--- config.mk ---
export PLATFORM = sky130hd
export DESIGN_NAME = lkv_cell
export DESIGN_NICKNAME = d
export VERILOG_FILES = /design/src/lkv_pkg.sv /design/src/lkv_cell.sv
export SDC_FILE = /design/constraint.sdc
export NUM_CORES = 1
export LEC_CHECK = 0
export BUFFER_PORTS_ARGS = -buffer_cell sky130_fd_sc_hd__buf_2
export CORE_ASPECT_RATIO = 0.7
export CORE_MARGIN = 2
export CORE_UTILIZATION = 45
export DETAILED_ROUTE_END_ITERATION = 10
export PLACE_DENSITY_LB_ADDON = 0.15
export SLEW_MARGIN = 15
export SYNTH_ARGS = -nofsm -noshare
export SYNTH_HDL_FRONTEND = slang
export SYNTH_SLANG_ARGS = --single-unit
--- constraint.sdc ---
create_clock -name i_clk -period 8.5 [get_ports i_clk]
set_input_delay 0.85 -clock i_clk [delete_from_list [all_inputs] [get_ports i_clk]]
set_output_delay 0.85 -clock i_clk [all_outputs]
set_load 0.01 [all_outputs]
--- src/lkv_pkg.sv ---
// ----------------------------------------------------------------------------
// lkv_pkg
// Shared constants, operation codes and cell control type of the key/value table.
// ----------------------------------------------------------------------------
package lkv_pkg;

    localparam int CAPACITY_DEF   = 256;
    localparam int KEY_BITS_DEF   = 32;
    localparam int VALUE_BITS_DEF = 32;
    localparam int KIND_W         = 3;
    localparam int POS_W          = 8;

    typedef enum logic [KIND_W-1:0] {
        K_INSERT     = 3'd0,
        K_UPDATE     = 3'd1,
        K_INS_UPD    = 3'd2,
        K_ERASE      = 3'd3,
        K_CONTAINS   = 3'd4,
        K_GET_KEY    = 3'd5,
        K_GET_POS    = 3'd6,
        K_UNUSED     = 3'd7
    } t_kind;

    typedef struct packed {
        logic match_en;
        logic append;
        logic update;
        logic erase;
    } t_cell_ctl;

endpackage

--- src/lkv_cell.sv ---
// ----------------------------------------------------------------------------
// lkv_cell
// One table slot: holds a key/value pair, compares against the request and
// takes a write, an update or its upper neighbor's entry on erase.
// ----------------------------------------------------------------------------
module lkv_cell
    import lkv_pkg::*;
#(
    parameter int INDEX      = 0,
    parameter int CNT_W      = 9,
    parameter int KEY_BITS   = KEY_BITS_DEF,
    parameter int VALUE_BITS = VALUE_BITS_DEF
) (
    input  logic                  i_clk,
    input  t_cell_ctl             i_ctl,
    input  logic [KEY_BITS-1:0]   i_key,
    input  logic [VALUE_BITS-1:0] i_value,
    input  logic [CNT_W-1:0]      i_count,
    input  logic [POS_W-1:0]      i_pos,
    input  logic [CNT_W-1:0]      i_slot,
    input  logic [KEY_BITS-1:0]   i_next_key,
    input  logic [VALUE_BITS-1:0] i_next_value,
    output logic [KEY_BITS-1:0]   o_key,
    output logic [VALUE_BITS-1:0] o_value,
    output logic                  o_hit,
    output logic                  o_psel
);

    localparam int CMP_W = (CNT_W > POS_W) ? CNT_W : POS_W;
    localparam logic [CNT_W-1:0] IDX = CNT_W'(INDEX);
    localparam logic [CMP_W-1:0] IDX_CMP = CMP_W'(INDEX);

    logic [KEY_BITS-1:0]   r_key;
    logic [VALUE_BITS-1:0] r_value;
    logic                  r_hit;
    logic                  r_psel;
    logic                  live;

    assign live = IDX < i_count;

    always_ff @(posedge i_clk) begin
        if (i_ctl.match_en) begin
            r_hit  <= live && (r_key == i_key);
            r_psel <= live && (IDX_CMP == CMP_W'(i_pos));
        end
        if (i_ctl.append && (IDX == i_count)) begin
            r_key   <= i_key;
            r_value <= i_value;
        end else if (i_ctl.update && r_hit) begin
            r_value <= i_value;
        end else if (i_ctl.erase && (IDX >= i_slot)) begin
            r_key   <= i_next_key;
            r_value <= i_next_value;
        end
    end

    assign o_key   = r_key;
    assign o_value = r_value;
    assign o_hit   = r_hit;
    assign o_psel  = r_psel;

endmodule

# Yosys cells after proc, flatten, opt, wreduce, memory -nomap -nowiden
# Index checks and enable logic that the tools add are counted.
[word_totals]
register_bits = 66
input_bits = 159
out_inout_bits = 66
[op_classes]
reduce_logical = 10
magnitude_cmp = 2
n_eq_ne = 2
n_mux = 6
[op_table]
columns = ["operator", "count"]
rows = [
  ["32-bit two-way mux", 6],
  ["32-bit equality test", 1],
  ["1-bit by 9-bit >= comparator with 1-bit output, first input constant", 1],
  ["9-bit zero test", 1],
  ["1-bit by 9-bit less-than comparator with 1-bit output, first input constant", 1],
  ["8-bit zero test", 1],
  ["1-bit logical AND", 5],
  ["3-bit nonzero test", 1],
  ["2-bit inequality test, second input constant", 1],
  ["2-bit AND reduction", 1],
  ["2-bit nonzero test", 1],
]

# Longest topological paths before layout
[logic_depth]
ltp_word = 5
ltp_mapped = 5
mapped_depth_nobuf = 4

# Worst setup path before layout
# OpenSTA, ideal clock, no wires.
[synth_path]
kind = "input to register"
startpoint = "in i_slot[7]"
endpoint = "reg r_key[0] (netlist: o_key[0]), enable pin"
arrival_time_ns = 3.542
path_slack_ns = 4.492
cell_stages = 3
path_buffers = 0
setup_ns = 0.466
cell_sequence = "nor4_1 > nand4b_1 > o21ai_0"
[synth_via]
elab_chain_len = 4
[synth_lines]
columns = ["item", "line", "text"]
rows = [
  ["from (decl)", "lkv_cell.sv:20", "input logic [CNT_W-1:0] i_slot,"],
  ["1-bit by 9-bit >= comparator with 1-bit output", "lkv_cell.sv:51", "end else if (i_ctl.erase && (IDX >= i_slot)) begin"],
  ["1-bit logical AND", "lkv_cell.sv:51", ""],
  ["2-bit nonzero test (no line)", "-", ""],
  ["2-bit AND reduction (no line)", "-", ""],
  ["to (signal assigned)", "lkv_cell.sv:47", "r_key <= i_key;"],
  ["to (signal assigned)", "lkv_cell.sv:52", "r_key <= i_next_key;"],
  ["to (decl)", "lkv_cell.sv:33", "logic [KEY_BITS-1:0] r_key;"],
]
# No other way between the ends.
# A chain may end at the register's enable or synchronous reset.

# Final worst setup path
[layout_path]
startpoint = "in i_count[7]"
endpoint = "reg r_key[18] (netlist: o_key[18]), enable pin"
[layout_via]
elab_chain_len = 4
[layout_lines]
columns = ["item", "line", "text"]
rows = [
  ["from (decl)", "lkv_cell.sv:18", "input logic [CNT_W-1:0] i_count,"],
  ["9-bit zero test (*)", "lkv_cell.sv:46", "if (i_ctl.append && (IDX == i_count)) begin"],
  ["1-bit logical AND (*)", "lkv_cell.sv:46", ""],
  ["2-bit inequality test (no line) or 2-bit nonzero test (tied branches)", "-", ""],
  ["2-bit AND reduction (no line) (*)", "-", ""],
]
# Mark *: on every way between the ends. The rest lies on a longest branch, timed or not.

==> qor.csv <==
stage,metric,value,unit
synthesis,synth_top_family_by_area,multiplexers,
clock_tree,cts_resized,0,
sta,fmax,323,MHz
synthesis,synthXorXnorAreaFrac,8.68,%
synthesis,syn-num-nets,353,
clock_tree,clk_pin_slew_worst_paths,0.07,ns
floorplanning,core_region_area,6850,um2
detailed_routing,detail_route.iter0.violations,95,
cells_and_area,fin_cells,523,
clock_tree,cts_tree,yes,
critical_path,cp-start-kind,input port,
floorplanning,dieArea,7880,um2
placement,dp_cells,507,
clock_tree,hold_buffers,0,
clock_tree,clock_sinks,66,
global_route,grt_pass1_vias,2431,
sta,fin_skew,0.00546,ns
detailed_routing,vias,2515,
global_route,track_usage,20.4,%
sta,grt_setup_unrepaired,no,
critical_path,crit_family,simple AND/OR/NAND/NOR gates,
outcome,status,finished clean,
placement,dpl_worst_slack,5.03,ns
sta,period_share,36.4,%
synthesis,synth_area,3230,um2
global_route,grt_pass1_wl,12000,um
sta,fin_setup_tns,0,ns
synthesis,ys_types,18,
detailed_routing,wl_per_cell,16.0,um
placement,place_congestion,0.734,
global_route,antenna_found_initial,0,
power_and_ir_drop,max-vdd-ir-drop,0.0888,mV
cells_and_area,drive_gt1_share,72.3,%
floorplanning,fp.dieW,105,um
sta,hold_viol,0,
clock_tree,htree_levels,3,
sta,worst_hold_slack,0.733,ns
job,cap_violations,0,
floorplanning,rows,25,
critical_path,path_max_fanout,33,
synthesis,synthCells,194,
detailed_routing,drt-pass1-iter-count,5,
critical_path,cp.arrival,3.05,ns
critical_path,cp.required,8.46,ns
placement,io_buffers,224,
sta,worst_slack,5.40,ns
power_and_ir_drop,p_leak,2.04,nW
global_route,grt-ovfl-total,0,
critical_path,cp_cell_sequence,buf_2 -> or4_4 -> nor4_4 -> nand2_2 -> o21ai_4,
cells_and_area,fin_nets,583,
synthesis,synth-seq-cells,66,
floorplanning,ios,225,
detailed_routing,via_per_inst,4.81,
power_and_ir_drop,power.density,158,nW/um2
critical_path,cpPeakStageDelay,0.61,ns
floorplanning,die_y,74.9,um
synthesis,seq_area_frac_synth,61.3,%
cells_and_area,insertedDiodeCount,0,
detailed_routing,ant_nets,0,
hold_path,min_path_type,in -> reg,
cells_and_area,areaGrowthSynthToFinish,43.7,%
sta,setup_viol_count_final,0,
placement,dp_hpwl,6690,um
floorplanning,start_util,47.2,%
clock_tree,worstSkewPairLatency,0.33,ns
clock_tree,cts_root_buf,clkbuf_8,
critical_path,endpoint_kind,flip-flop,
clock_tree,cts_max_path_buffers,2,
synthesis,synth_compound_area_share,0.426,%
clock_tree,post_cts_buffers,0,
critical_path,critical_path_buf_inv_count,1,
synthesis,synth_simple_gate_area_share,5.07,%
sta,relSlewSlack,30.3,%
synthesis,synth_fa_ha_area_share,0,%
critical_path,cp_slowest_cell,o21ai_4,
clock_tree,cts-buffers-inserted,9,
sta,drv_slew,0,
synthesis,synth_mux_area_share,22.3,%
critical_path,critPathKind,in -> reg,
synthesis,post_synth.cell_area_avg,16.7,um2
sta,fin_crit,3.10,ns
detailed_routing,routed_wl,8390,um
detailed_routing,route.detailed.drc,0,
sta,tightest_slew,1.04,ns
synthesis,synth.yosys.warnings,0,
global_route,grt_max_degree,34,
sequential cells by signal (all words and copies together) (netlist names):
register,count
o_key,32
o_value,32
o_hit,1
o_psel,1
cell usage after synthesis:
master     n  area share (%)
edfxtp_1  66              61
mux2_2    64              22
xor2_1    32             8.7
nor4_1    12             2.3
buf_6      5             1.7
nand2_1    2            0.23
nand4_1    2            0.39
a21oi_2    1            0.27
and2_0     1            0.19
clkbuf_8   1            0.43
nand2_2    1            0.19
nand4b_1   1            0.27
nor2_1     1            0.12
nor3_1     1            0.15
nor4_4     1            0.66
o21ai_0    1            0.15
or3_1      1            0.19
or4_4      1            0.35
path summary, 6_finish.rpt:
| check | slack, ns | cells past startpoint | from | to |
|---|---|---|---|---|
| max | 5.40 | 5 | i_count[7] | o_key[18]$_DFFE_PP_ |
| min | 0.73 | 1 | i_ctl[3] | o_hit$_DFFE_PP_ |
| max reg2reg | 5.68 | 4 | o_hit$_DFFE_PP_ | o_value[11]$_DFFE_PP_ |
| min reg2reg | 0.88 | 4 | o_key[4]$_DFFE_PP_ | o_hit$_DFFE_PP_ |
area by class of cell:
type / instances / area (um2)
multi-input combinational: 122 / 1200
sequential: 66 / 1980
fill: 512 / 2210
tap: 94 / 118
clock buffer: 9 / 124
timing repair buffer: 225 / 1130
clock inverter: 7 / 93.8
through the flow:
stage,cell area [um2],util [%],total power [mW]
CTS,4640,67.8,0.744
global placement,4430,64.6,0.455
floorplan,3230,-,0.408
global route,4640,67.8,0.764
finish,4640,67.8,0.736
detailed placement,4430,64.6,0.457
per-layer routing:
layer  track usage, %  part of all wire (%)  up-vias
li1                 -                     -     1213
met1             24.5                    40     1176
met2             35.9                    52      116
met3             5.89                   6.7       10
met4             7.41                   1.1        0
met5                0                     0        -
cell usage in the layout (no fill, tap or decap), types with 2 or more instances in the layout:
cell type	instances
nand2_1	2
nand4_1	2
xor2_1	32
edfxtp_1	66
clkinv_2	2
nor4_1	12
bufinv_16	2
clkinvlp_4	2
mux2_2	64
clkbuf_8	9
buf_2	224
report_power, final:
| part | switching (mW) | internal (mW) | total [mW] |
|---|---|---|---|
| Combinational | 0.0327 | 0.0490 | 0.0817 |
| Clock | 0.122 | 0.164 | 0.287 |
| Sequential | 0.00147 | 0.366 | 0.367 |
| Total | 0.156 | 0.579 | 0.736 |
logic make-up (layout without fill, tap and decap cells):
logic type,count (synthesis),in the layout
XOR/XNOR,32,32
buffers and inverters,6,241
AND/OR/NAND/NOR,24,24
flip-flops,66,66
multiplexers,64,64
AO/OA/AOI/OAI,2,2
Power figures use the tool's default switching activity.
